**config.mk**
```make
export PLATFORM = sky130hd
export DESIGN_NAME = countdown_timer_bank
export DESIGN_NICKNAME = d
export VERILOG_FILES = /design/src/rtl/core/ctb_pkg.sv /design/src/rtl/core/countdown_timer_bank.sv /design/src/rtl/core/ctb_cell.sv /design/src/rtl/core/ctb_slot_op.sv
export SDC_FILE = /design/constraint.sdc
export NUM_CORES = 1
export LEC_CHECK = 0
export BUFFER_PORTS_ARGS = -buffer_cell sky130_fd_sc_hd__buf_2
export CORE_MARGIN = 2
export CORE_UTILIZATION = 40
export CTS_CLUSTER_DIAMETER = 40
export DETAILED_ROUTE_END_ITERATION = 10
export GPL_ROUTABILITY_DRIVEN = 0
export REMOVE_ABC_BUFFERS = 1
export SYNTH_ARGS = -nofsm -noshare
export SYNTH_HDL_FRONTEND = slang
export SYNTH_HIERARCHICAL = 1
export SYNTH_SLANG_ARGS = --single-unit
```
**constraint.sdc**
```tcl
create_clock -name clock -period 20.3 [get_ports clock]
set_input_delay 1.015 -clock clock [delete_from_list [all_inputs] [get_ports clock]]
set_output_delay 1.015 -clock clock [all_outputs]
set_load 0.005 [all_outputs]
```
**src/rtl/core/ctb_pkg.sv**
```systemverilog
// Shared types, codes and saturating time helpers for the countdown timer bank.
package ctb_pkg;

   // Bank size and stored time width
   localparam int NUM_SLOTS  = 16;
   localparam int TIME_WIDTH = 32;
   localparam int POS_WIDTH  = (NUM_SLOTS > 1) ? $clog2(NUM_SLOTS) : 1;
   // Width used to compare a slot position against the 4-bit slot index
   localparam int CMP_WIDTH  = (POS_WIDTH > 4) ? POS_WIDTH : 4;
   // Headroom for one add or subtract of a 32-bit operand
   localparam int WIDE_WIDTH = ((TIME_WIDTH > 32) ? TIME_WIDTH : 32) + 1;

   typedef logic signed [TIME_WIDTH-1:0] time_type;
   typedef logic signed [WIDE_WIDTH-1:0] wide_type;
   typedef logic [POS_WIDTH-1:0]         pos_type;

   localparam wide_type TIME_MAX_W = wide_type'({1'b0, {(TIME_WIDTH-1){1'b1}}});
   localparam wide_type TIME_MIN_W = -TIME_MAX_W - wide_type'(1);

   typedef enum logic [3:0] {
      OP_CREATE  = 4'd0,
      OP_DELETE  = 4'd1,
      OP_START   = 4'd2,
      OP_STOP    = 4'd3,
      OP_ADD     = 4'd4,
      OP_SET     = 4'd5,
      OP_QUERY   = 4'd6,
      OP_TICK    = 4'd7,
      OP_PAUSE   = 4'd8,
      OP_UNPAUSE = 4'd9
   } opcode_type;

   typedef enum logic [1:0] {
      ST_OK         = 2'd0,
      ST_NO_FREE    = 2'd1,
      ST_NOT_IN_USE = 2'd2
   } status_type;

   // Per-slot payload; the in-use bit is kept apart since only it is reset
   typedef struct packed {
      time_type time_left;
      logic     running;
      logic     paused;
      logic     ended;
   } slot_data_type;

   typedef struct packed {
      logic          used;
      slot_data_type data;
   } slot_rec_type;

   // Command seen by the update stage at the head of the ring
   typedef struct packed {
      opcode_type         op;
      logic signed [31:0] amount;
      logic               target;
      logic               alloc_open;
   } slot_cmd_type;

   // What the update stage reports about the slot it just handled
   typedef struct packed {
      logic used_before;
      logic allocated;
   } slot_flags_type;

   function automatic logic is_slot_op(input opcode_type op);
      case (op) inside
         OP_DELETE, OP_START, OP_STOP, OP_ADD, OP_SET, OP_QUERY: return 1'b1;
         default: return 1'b0;
      endcase
   endfunction

   function automatic wide_type widen_time(input time_type t);
      return wide_type'(t);
   endfunction

   function automatic wide_type widen_in(input logic signed [31:0] v);
      return wide_type'(v);
   endfunction

   // Clamp to the signed TIME_WIDTH range
   function automatic time_type sat_time(input wide_type x);
      if (x > TIME_MAX_W) begin
         return time_type'(TIME_MAX_W);
      end
      if (x < TIME_MIN_W) begin
         return time_type'(TIME_MIN_W);
      end
      return time_type'(x);
   endfunction

   // Low 32 bits of a stored time, sign-extended if the store is narrower
   function automatic logic [31:0] to_out(input time_type t);
      return 32'(t);
   endfunction

endpackage

```
**src/rtl/core/countdown_timer_bank.sv**
```systemverilog
// Top level of the countdown timer bank: command channel, slot ring and result channel.
//
//   channel  dir  handshake              payload
//   req      in   req_tvalid/req_tready  opcode, slot_index, time_value
//   rsp      out  rsp_tvalid/rsp_tready  status, result_index, time_left, has_ended
//
// Each command is accepted, then the ring shifts until every slot has passed the update
// stage once, and the result is loaded when the result register is free.
// The ring is back in slot order after each command.
// Reset clears every in-use bit; the slot payloads are written by create.
// A new command is taken while the previous result still waits on rsp_tready;
// a finished command holds until the result register is free.
module countdown_timer_bank import ctb_pkg::*; (
   input  logic        clock,
   input  logic        reset,
   input  logic        req_tvalid,
   output logic        req_tready,
   input  logic [39:0] req_tdata,   // opcode[3:0], slot_index[7:4], time_value[39:8]
   output logic        rsp_tvalid,
   input  logic        rsp_tready,
   output logic [39:0] rsp_tdata    // status[1:0], result_index[5:2], time_left[37:6],
                                    // has_ended[38], zero[39]
);

   typedef enum logic [2:0] {
      S_IDLE = 3'b001,
      S_SCAN = 3'b010,
      S_HOLD = 3'b100
   } state_type;

   state_type          state_ff, state_in;
   pos_type            pos_ff;
   logic               found_ff;
   opcode_type         op_ff;
   logic [3:0]         idx_ff;
   logic signed [31:0] amount_ff;

   status_type         res_status_ff;
   logic [3:0]         res_index_ff;
   logic [31:0]        res_time_ff;
   logic               res_ended_ff;

   logic               rsp_valid_ff;
   logic [39:0]        rsp_data_ff;

   logic               req_fire;
   logic               last_pos;
   logic               rsp_load;
   logic               shift_en;

   slot_rec_type       cell_rec [NUM_SLOTS];
   slot_rec_type       link     [NUM_SLOTS];
   slot_rec_type       head_out;
   slot_cmd_type       cmd;
   slot_flags_type     flags;

   assign req_tready = (state_ff == S_IDLE);
   assign req_fire   = req_tvalid && req_tready;
   assign last_pos   = (pos_ff == pos_type'(NUM_SLOTS - 1));
   assign shift_en   = (state_ff == S_SCAN);
   assign rsp_load   = (state_ff == S_HOLD) && (!rsp_valid_ff || rsp_tready);

   // Command at the head of the ring
   assign cmd.op         = op_ff;
   assign cmd.amount     = amount_ff;
   assign cmd.target     = (CMP_WIDTH'(pos_ff) == CMP_WIDTH'(idx_ff));
   assign cmd.alloc_open = !found_ff;

   ctb_slot_op u_slot_op (
      .cmd     (cmd),
      .rec_in  (cell_rec[0]),
      .rec_out (head_out),
      .flags   (flags)
   );

   // Ring of slot cells: each takes its upper neighbor, the top takes the update
   for (genvar gi = 0; gi < NUM_SLOTS; gi++) begin : g_ring
      if (gi == NUM_SLOTS - 1) begin : g_top
         assign link[gi] = head_out;
      end else begin : g_mid
         assign link[gi] = cell_rec[gi+1];
      end
      ctb_cell u_cell (
         .clock    (clock),
         .reset    (reset),
         .shift_en (shift_en),
         .rec_in   (link[gi]),
         .rec_out  (cell_rec[gi])
      );
   end

   // Sequencer
   always_comb begin
      state_in = state_ff;
      unique case (state_ff)
         S_IDLE: if (req_fire) state_in = S_SCAN;
         S_SCAN: if (last_pos) state_in = S_HOLD;
         S_HOLD: if (rsp_load) state_in = S_IDLE;
         default: state_in = S_IDLE;
      endcase
   end

   always_ff @(posedge clock) begin
      if (reset) begin
         state_ff <= S_IDLE;
         pos_ff   <= '0;
         found_ff <= 1'b0;
      end else begin
         state_ff <= state_in;
         if (req_fire) begin
            pos_ff   <= '0;
            found_ff <= 1'b0;
         end else if (shift_en) begin
            pos_ff <= last_pos ? pos_type'(0) : pos_ff + pos_type'(1);
            if (flags.allocated) begin
               found_ff <= 1'b1;
            end
         end
      end
   end

   // Command capture and result gathering during the scan
   always_ff @(posedge clock) begin
      if (req_fire) begin
         op_ff        <= opcode_type'(req_tdata[3:0]);
         idx_ff       <= req_tdata[7:4];
         amount_ff    <= req_tdata[39:8];
         res_time_ff  <= '0;
         res_ended_ff <= 1'b0;
         if (opcode_type'(req_tdata[3:0]) == OP_CREATE) begin
            res_status_ff <= ST_NO_FREE;
            res_index_ff  <= '0;
         end else begin
            res_status_ff <= is_slot_op(opcode_type'(req_tdata[3:0])) ?
                             ST_NOT_IN_USE : ST_OK;
            res_index_ff  <= req_tdata[7:4];
         end
      end else if (shift_en) begin
         if (op_ff == OP_CREATE) begin
            if (flags.allocated) begin
               res_status_ff <= ST_OK;
               res_index_ff  <= 4'(pos_ff);
               res_time_ff   <= to_out(head_out.data.time_left);
               res_ended_ff  <= head_out.data.ended;
            end
         end else if (cmd.target) begin
            if (is_slot_op(op_ff)) begin
               res_status_ff <= flags.used_before ? ST_OK : ST_NOT_IN_USE;
            end
            res_time_ff  <= head_out.used ? to_out(head_out.data.time_left) : '0;
            res_ended_ff <= head_out.used && head_out.data.ended;
         end
      end
   end

   // Result register
   always_ff @(posedge clock) begin
      if (reset) begin
         rsp_valid_ff <= 1'b0;
      end else if (rsp_load) begin
         rsp_valid_ff <= 1'b1;
      end else if (rsp_tready) begin
         rsp_valid_ff <= 1'b0;
      end
   end

   always_ff @(posedge clock) begin
      if (rsp_load) begin
         rsp_data_ff <= {1'b0, res_ended_ff, res_time_ff, res_index_ff, res_status_ff};
      end
   end

   assign rsp_tvalid = rsp_valid_ff;
   assign rsp_tdata  = rsp_data_ff;

`ifndef NO_ASSERTIONS
   // an accepted command always starts a scan
   a_accept_scan: assert property (@(posedge clock) disable iff (reset)
      req_fire |=> state_ff == S_SCAN)
      else $error("accepted command did not start a scan");

   // the ring is in slot order whenever no scan runs
   a_ring_aligned: assert property (@(posedge clock) disable iff (reset)
      state_ff != S_SCAN |-> pos_ff == '0)
      else $error("ring position not aligned outside a scan");

   // the scan position steps by one each cycle
   a_pos_step: assert property (@(posedge clock) disable iff (reset)
      state_ff == S_SCAN && !last_pos |=> pos_ff == $past(pos_ff) + pos_type'(1))
      else $error("ring position skipped");

   // a result is loaded only into a free or draining output register
   a_no_overwrite: assert property (@(posedge clock) disable iff (reset)
      rsp_valid_ff && !rsp_tready && state_ff == S_HOLD |=> state_ff == S_HOLD)
      else $error("result register overwritten");
`endif

endmodule

```
**src/rtl/core/ctb_cell.sv**
```systemverilog
// One ring cell: holds a timer slot and takes its neighbor's slot on each shift.
module ctb_cell import ctb_pkg::*; (
   input  logic         clock,
   input  logic         reset,
   input  logic         shift_en,
   input  slot_rec_type rec_in,
   output slot_rec_type rec_out
);

   logic          used_ff;
   slot_data_type data_ff;

   // In-use bit: cleared by reset
   always_ff @(posedge clock) begin
      if (reset) begin
         used_ff <= 1'b0;
      end else if (shift_en) begin
         used_ff <= rec_in.used;
      end
   end

   // Slot payload: only meaningful once the slot is created
   always_ff @(posedge clock) begin
      if (shift_en) begin
         data_ff <= rec_in.data;
      end
   end

   assign rec_out.used = used_ff;
   assign rec_out.data = data_ff;

endmodule

```
**src/rtl/core/ctb_slot_op.sv**
```systemverilog
// Update stage at the head of the ring: applies the current command to one slot.
module ctb_slot_op import ctb_pkg::*; (
   input  slot_cmd_type   cmd,
   input  slot_rec_type   rec_in,
   output slot_rec_type   rec_out,
   output slot_flags_type flags
);

   always_comb begin
      rec_out           = rec_in;
      flags.used_before = rec_in.used;
      flags.allocated   = 1'b0;
      unique case (cmd.op)
         OP_CREATE: begin
            // first free slot in index order wins
            if (!rec_in.used && cmd.alloc_open) begin
               rec_out.used           = 1'b1;
               rec_out.data.time_left = sat_time(widen_in(cmd.amount));
               rec_out.data.running   = 1'b1;
               rec_out.data.paused    = 1'b0;
               rec_out.data.ended     = 1'b0;
               flags.allocated        = 1'b1;
            end
         end
         OP_DELETE: begin
            if (cmd.target && rec_in.used) begin
               rec_out.used = 1'b0;
            end
         end
         OP_START: begin
            if (cmd.target && rec_in.used) begin
               rec_out.data.running = 1'b1;
            end
         end
         OP_STOP: begin
            if (cmd.target && rec_in.used) begin
               rec_out.data.running = 1'b0;
            end
         end
         OP_ADD: begin
            if (cmd.target && rec_in.used) begin
               rec_out.data.time_left =
                  sat_time(widen_time(rec_in.data.time_left) + widen_in(cmd.amount));
            end
         end
         OP_SET: begin
            if (cmd.target && rec_in.used) begin
               rec_out.data.time_left = sat_time(widen_in(cmd.amount));
               rec_out.data.ended     = 1'b0;
            end
         end
         OP_TICK: begin
            if (rec_in.used) begin
               if (rec_in.data.running && !rec_in.data.paused) begin
                  rec_out.data.time_left =
                     sat_time(widen_time(rec_in.data.time_left) - widen_in(cmd.amount));
               end
               // sticky: set once the time reaches zero or below
               if (rec_out.data.time_left <= time_type'(0)) begin
                  rec_out.data.ended = 1'b1;
               end
            end
         end
         OP_PAUSE: begin
            if (rec_in.used) begin
               rec_out.data.paused = 1'b1;
            end
         end
         OP_UNPAUSE: begin
            if (rec_in.used) begin
               rec_out.data.paused = 1'b0;
            end
         end
         default: begin
            // query and undefined codes leave the slot alone
         end
      endcase
   end

endmodule

```
==> Word level (Yosys, flattened, before mapping) <==
Index checks and enable logic that the tools add are counted.
W data, S select, Z words.
{ "totals": {"output_inout_bits": 42, "inputBits": 44, "reg_bits": 703, "word_cells": 255} }
{ "classes": {"addsub": 3, "mux": 100, "n_eq_ne": 25, "n_reduce_logical": 28, "n_lt_le_gt_ge": 7} }
{ "op_table": {"columns": ["cell", "n"], "rows": [
  ["$mux W32", 24],
  ["$pmux W32 S4", 1],
  ["$gt A33 B32 Y1 const B", 2],
  ["$lt A33 B32 Y1 const B", 2],
  ["$mux W1", 51],
  ["$mux W36", 1],
  ["$add A32 B32 Y33", 1],
  ["$sub A32 B32 Y33", 1],
  ["$gt A32 B32 Y1 const B", 1],
  ["$le A32 B1 Y1 const B", 1],
  ["$lt A32 B32 Y1 const B", 1],
  ["$eq A4 B3 Y1 const B", 7],
  ["$mux W4", 6],
  ["$mux W2", 9],
  ["$eq A4 B2 Y1 const B", 4],
  ["$eq A4 B4 Y1 const B", 3],
  ["$reduce_or A6 Y1", 2],
  ["$reduce_bool A2 Y1", 5],
  ["$mux W3", 3],
  ["$pmux W1 S3", 3],
  ["$pmux W3 S3", 1],
  ["$reduce_and A3 Y1", 3],
  ["$eq A4 B1 Y1 const B", 2],
  ["$logic_not A4 Y1", 2],
  ["other kinds (16)", 27]
]} }

==> Longest topological paths before layout <==
{ "logic_depth": {"word_depth": 22, "mapped_depth": 19, "mapped_depth_nobuf": 16} }

==> Cells and area by module <==
Netlist, hierarchy kept.
{ "by_module_without_submodules": {"columns": ["mod", "cells_each", "instances", "area_each_um2", "seq_area_each_um2"], "rows": [
  ["ctb_cell", 39, 16, 1092.3, 1071.0],
  ["ctb_slot_op", 828, 1, 5397.7, 0.0],
  ["countdown_timer_bank", 314, 1, 4511.8, 3393.3]
]} }

==> Worst setup path before layout <==
Ideal clock, no wire load.
{ "synth_timing": {"path_kind": "register -> register", "start": "reg state_ff[2]", "end": "reg res_ended_ff", "slack_ns": 11.696, "t_arrival_ns": 8.532, "setup_time_ns": 0.072, "path_buffers": 2, "stages_incl_launch_ff": 9, "required_time_ns": 20.228, "synth_period_minus_slack_ns": 8.604, "path_cell_list": "dfxtp_1 -> buf_2 -> nor2_1 -> nand2_1 -> inv_2 -> nand3_1 -> o31ai_4 -> buf_6 -> mux2i_1"} }
{ "synth_via": {"elab_chain_len": 2, "elab_cells_between_ends": 4, "classes_between": "eq/ne (2); reduce/logical (2)"} }
{ "synth_lines": {"columns": ["item", "line", "text"], "rows": [
  ["start: declaration", "countdown_timer_bank.sv:31", "state_type state_ff, state_in;"],
  ["start signal: assignment", "countdown_timer_bank.sv:109", "state_ff <= state_in;"],
  ["$eq A3 B2 Y1", "countdown_timer_bank.sv:60", "assign shift_en = (state_ff == S_SCAN);"],
  ["named net shift_en", "countdown_timer_bank.sv:49", "logic shift_en;"],
  ["$reduce_and A3 Y1 (no line)", null, null],
  ["end signal: assignment", "countdown_timer_bank.sv:144", "res_ended_ff <= head_out.data.ended;"],
  ["end signal: assignment", "countdown_timer_bank.sv:151", "res_ended_ff <= head_out.used && head_out.data.ended;"],
  ["end: declaration", "countdown_timer_bank.sv:41", "logic res_ended_ff;"]
]} }
The timed path passes the listed nets, and every way through them passes these cells.
A chain may end at the register's enable or synchronous reset.

==> Final worst setup path <==
{ "layout_timing": {"start": "reg state_ff[1]", "end": "reg g_ring[10].u_cell.data_ff (netlist bit g_ring[10].u_cell/rec_out[9]), enable pin"} }
{ "layout_via": {"elab_chain_len": 1} }
{ "layout_lines": {"columns": ["item", "line", "text"], "rows": [
  ["$eq A3 B2 Y1", "countdown_timer_bank.sv:60", null],
  ["named net shift_en", "countdown_timer_bank.sv:49", null],
  ["end signal: assignment", "ctb_cell.sv:25", "data_ff <= rec_in.data;"],
  ["end: declaration", "ctb_cell.sv:11", "slot_data_type data_ff;"]
]} }
The timed path passes the listed nets, and every way through them passes these cells.

==> summary.md <==
| Metric | Value |
|---|---|
| Final worst-path cycle share | `0.251` |
| CP dominant cell by count | `buf_4` |
| Post-synth EDFFs | `around 650` |
| Min cycle time layout | `a little over 5000 ps` |
| Critical path type | `reg2reg` |
| Post-CTS sizing | `0` |
| CTS Buffer Depth | `3` |
| Sink Count | `~700` |
| Post-DP HPWL | `39300 um` |
| Hold-fix buffers, CTS | `0` |
| Fin util | `0.466` |
| Final setup vio count | `0` |
| RSZ-0062 raised after global routing | `false` |
| Initial Utilization | `0.406` |
| Hold Vio Cnt, Final | `0` |
| Post-route cell area | `between 0.03 and 0.04 mm2` |
| Crit-path slowest cell | `buf_4` |
| Sequential cell area | `between 0.02 and 0.025 mm2` |
| Worst IR Drop VDD | `around 0.079 mV` |
| Total grt overflow | `0` |
| Reg2reg end | `g_ring[10].u_cell/rec_out[9]` |
| Area of the multi-input gates | `between 0.006 and 0.007 mm2` |
| Post-synth top area cell | `edfxtp_1` |
| Max Slew Vio Count | `0` |
| Share of cells above drive strength 1 | `0.137` |
| Final setup skew | `25.8 ps` |
| Syn Std Cell Area | `about 0.027 mm2` |
| Detailed Routing Iterations Pass 1 | `9` |
| Row cnt | `between 90 and 100` |
| Worst Path Arrival | `between 5000 and 6000 ps` |
| Cells after synthesis | `1766` |
| DRC | `0` |
| Vias in the first global route | `roughly 15000` |
| Wirelength per Cell | `about 21 um` |
| Area contributors post-synth | `edfxtp_1 (71%), dfxtp_1 (4.2%), ha_1 (3.0%)` |
| H-tree depth | `3` |
| Worst Tran Pin Value | `1170 ps` |
| # IOs | `86` |
| Syn avg cell area | `~16 um2` |
| Largest net degree at the start of global routing | `around 190` |
| Leak pwr | `between 10 and 15 nW` |
| Async SR Flop Fraction | `0` |
| Sequential fraction of the synthesis area | `0.750` |
| Most common flop cell mapped by yosys | `edfxtp_1` |
| Die Ht | `approximately 270 um` |
| Gr usage total | `0.171` |
| Setup TNS | `0 ps` |
| CTS tree | `yes` |
| Crit path launch type | `flop` |
| Yosys cell types | `a little over 80` |
| Routed Antenna Nets | `0` |
| Worst setup margin | `approximately 15000 ps` |
| Place WS | `around 15000 ps` |
| Filler cells | `roughly 5800` |
| Nets@finish | `roughly 2000` |
| Clk slew on worst S/H paths | `about 60 ps` |
| Placed cell count | `roughly 2700` |
| PortBufs | `84` |
| # Post-CTS Setup Buffers | `0` |
| Top-area cell type share of the netlist area | `0.707` |
| Register bit count reported by yosys | `between 700 and 800` |
| Endpoint class of the critical path | `flop` |
| Max incr delay on CP | `between 900 and 1000 ps` |
| Status | `finished clean` |
| Finished Layout Cells | `~2800` |
| Root Buffer | `clkbuf_16` |
| WHS | `406 ps` |
| WP data required | `between 20000 and 25000 ps` |
| Synthesis Warnings | `6` |
| Placed inst area | `0.0286 mm2` |
| Die W | `~270 um` |
| Area Growth Syn to Fin | `14.8%` |
| FMAX | `between 0.15 and 0.2 GHz` |
| R2R cell count | `5` |
| R2R Setup Slk | `15210 ps` |
| Iteration-0 DRC Markers | `between 1500 and 2000` |
| Die area | `approximately 0.071 mm2` |
| Worst skew pair latency | `630 ps` |
| Slew Limit Headroom | `0.222` |
| Tot Pwr | `roughly 3.3 mW` |
| CTS buffer count | `85` |
| Worst min path class | `reg2reg` |
| Vias per Instance | `approximately 5.5` |
| CP cell instances | `nand2_1, inv_8, buf_4, buf_4, buf_4` |
| Core ar. | `between 0.06 and 0.07 mm2` |
| Max cap viols | `0` |
| Critical path peak fanout | `~150` |
| RR Startpoint | `state_ff[1]` |
| Pwr Density | `between 100 and 150 mW/mm2` |
| First-pass GRT wire length | `91300 um` |
| Critical Path End | `g_ring[10].u_cell/rec_out[9]` |
| Critical Path Start | `state_ff[1]` |
| Initial antenna violation count | `3` |
| Routed WL | `60600 um` |
| DR vias | `~15000` |
[Yosys cell counts (all sizes together) (7+ instances only)]
cell type and n:
edfxtp 645, nand2 133, a21oi 104, nor2 103
o21ai 85, inv 75, ha 65, dfxtp 58
buf 51, mux2i 50, xnor2 48, clkbuf 25
nor3 20, o21bai 19, nor4 17, a222oi 16
nand3 16, nand2b 15, a21o 13, nor2b 13
o31ai 13, a211oi 11, a221oi 11, nand4 11
o21a 10, o221ai 10, a22oi 9, xor2 9
a31oi 8, maj3 8, and2 7, o211ai 7
or3 7
[per-layer routing]
metal / vias to the layer above / part of all wire / track usage
met5: - / 0.00025 / 0
met4: 2 / 0.053 / 0.0872
met3: 191 / 0.082 / 0.0416
met2: 694 / 0.43 / 0.247
met1: 7605 / 0.44 / 0.242
li1: 6932 / - / -
[registers in the layout, summed over array words and instances, names as in the netlist]
name / cells
amount_ff: 32
g_ring.u_cell/rec_out: 560
res_time_ff: 32
rsp_tdata: 39
res_index_ff: 4
found_ff: 1
op_ff: 4
rsp_tvalid: 1
res_status_ff: 2
g_ring.u_cell/used_ff: 16
state_ff: 3
idx_ff: 4
res_ended_ff: 1
pos_ff: 4
[logic make-up after synthesis]
| kind of cell | share of synthesized area |
|---|---|
| flops | 0.750 |
| xor+xnor | 0.0182 |
| buf+inv | 0.0272 |
| other cells | 0.000137 |
| fa+ha+maj | 0.0341 |
| simple gates | 0.0625 |
| compound gates | 0.0899 |
| mux | 0.0183 |
[worst max-delay path, delay by kind of cell (launching register included)]
| kind | cells | cell delay (ps) |
|---|---|---|
| simple gates | 1 | 320 |
| buf+inv | 4 | 3660 |
| flops | 1 | 490 |
[cell usage in the layout, fill, tap and decap left out, drive strengths merged, types with 13 or more instances in the layout]
master,count
buf,98
mux2i,50
clkinv,28
inv,87
o31ai,13
nand2b,15
nor2b,13
a222oi,16
nor2,103
ha,65
nand2,133
edfxtp,645
o21bai,19
a21o,13
xnor2,48
clkbuf,99
o21ai,85
nand3,16
dfxtp,58
a21oi,104
nor3,20
nor4,17
[worst min-delay path by stage]
stage | from | end | slack, ps | cells past startpoint
6_report | g_ring[13].u_cell/rec_out[3] | g_ring[12].u_cell/rec_out[3] | 410 | 0
5_1_grt | g_ring[3].u_cell/rec_out[21] | g_ring[2].u_cell/rec_out[21] | 420 | 0
4_1_cts | g_ring[3].u_cell/rec_out[21] | g_ring[2].u_cell/rec_out[21] | 410 | 0
3_5_place_dp | g_ring[1].u_cell/rec_out[22] | g_ring[0].u_cell/rec_out[22] | 400 | 0
3_3_place_gp | g_ring[13].u_cell/rec_out[20] | g_ring[12].u_cell/rec_out[20] | 400 | 0
2_1_floorplan | g_ring[1].u_cell/rec_out[0] | g_ring[0].u_cell/rec_out[0] | 400 | 0
[cell type report]
class                   instances  area share
clock inverters                56      0.0178
flip-flops and latches        703       0.653
diodes                          1   0.0000796
inverters                      77     0.00943
repair buffers                 98      0.0171
well taps                     873      0.0347
multi-input cells             910       0.195
clock buffers                  99      0.0727
[power by group]
part | switching (mW) | internal [mW] | total (mW)
registers | 0.0149 | 1.60 | 1.61
clock network | 0.600 | 0.897 | 1.50
logic | 0.120 | 0.0548 | 0.175
(Power assumes the default switching activity.)
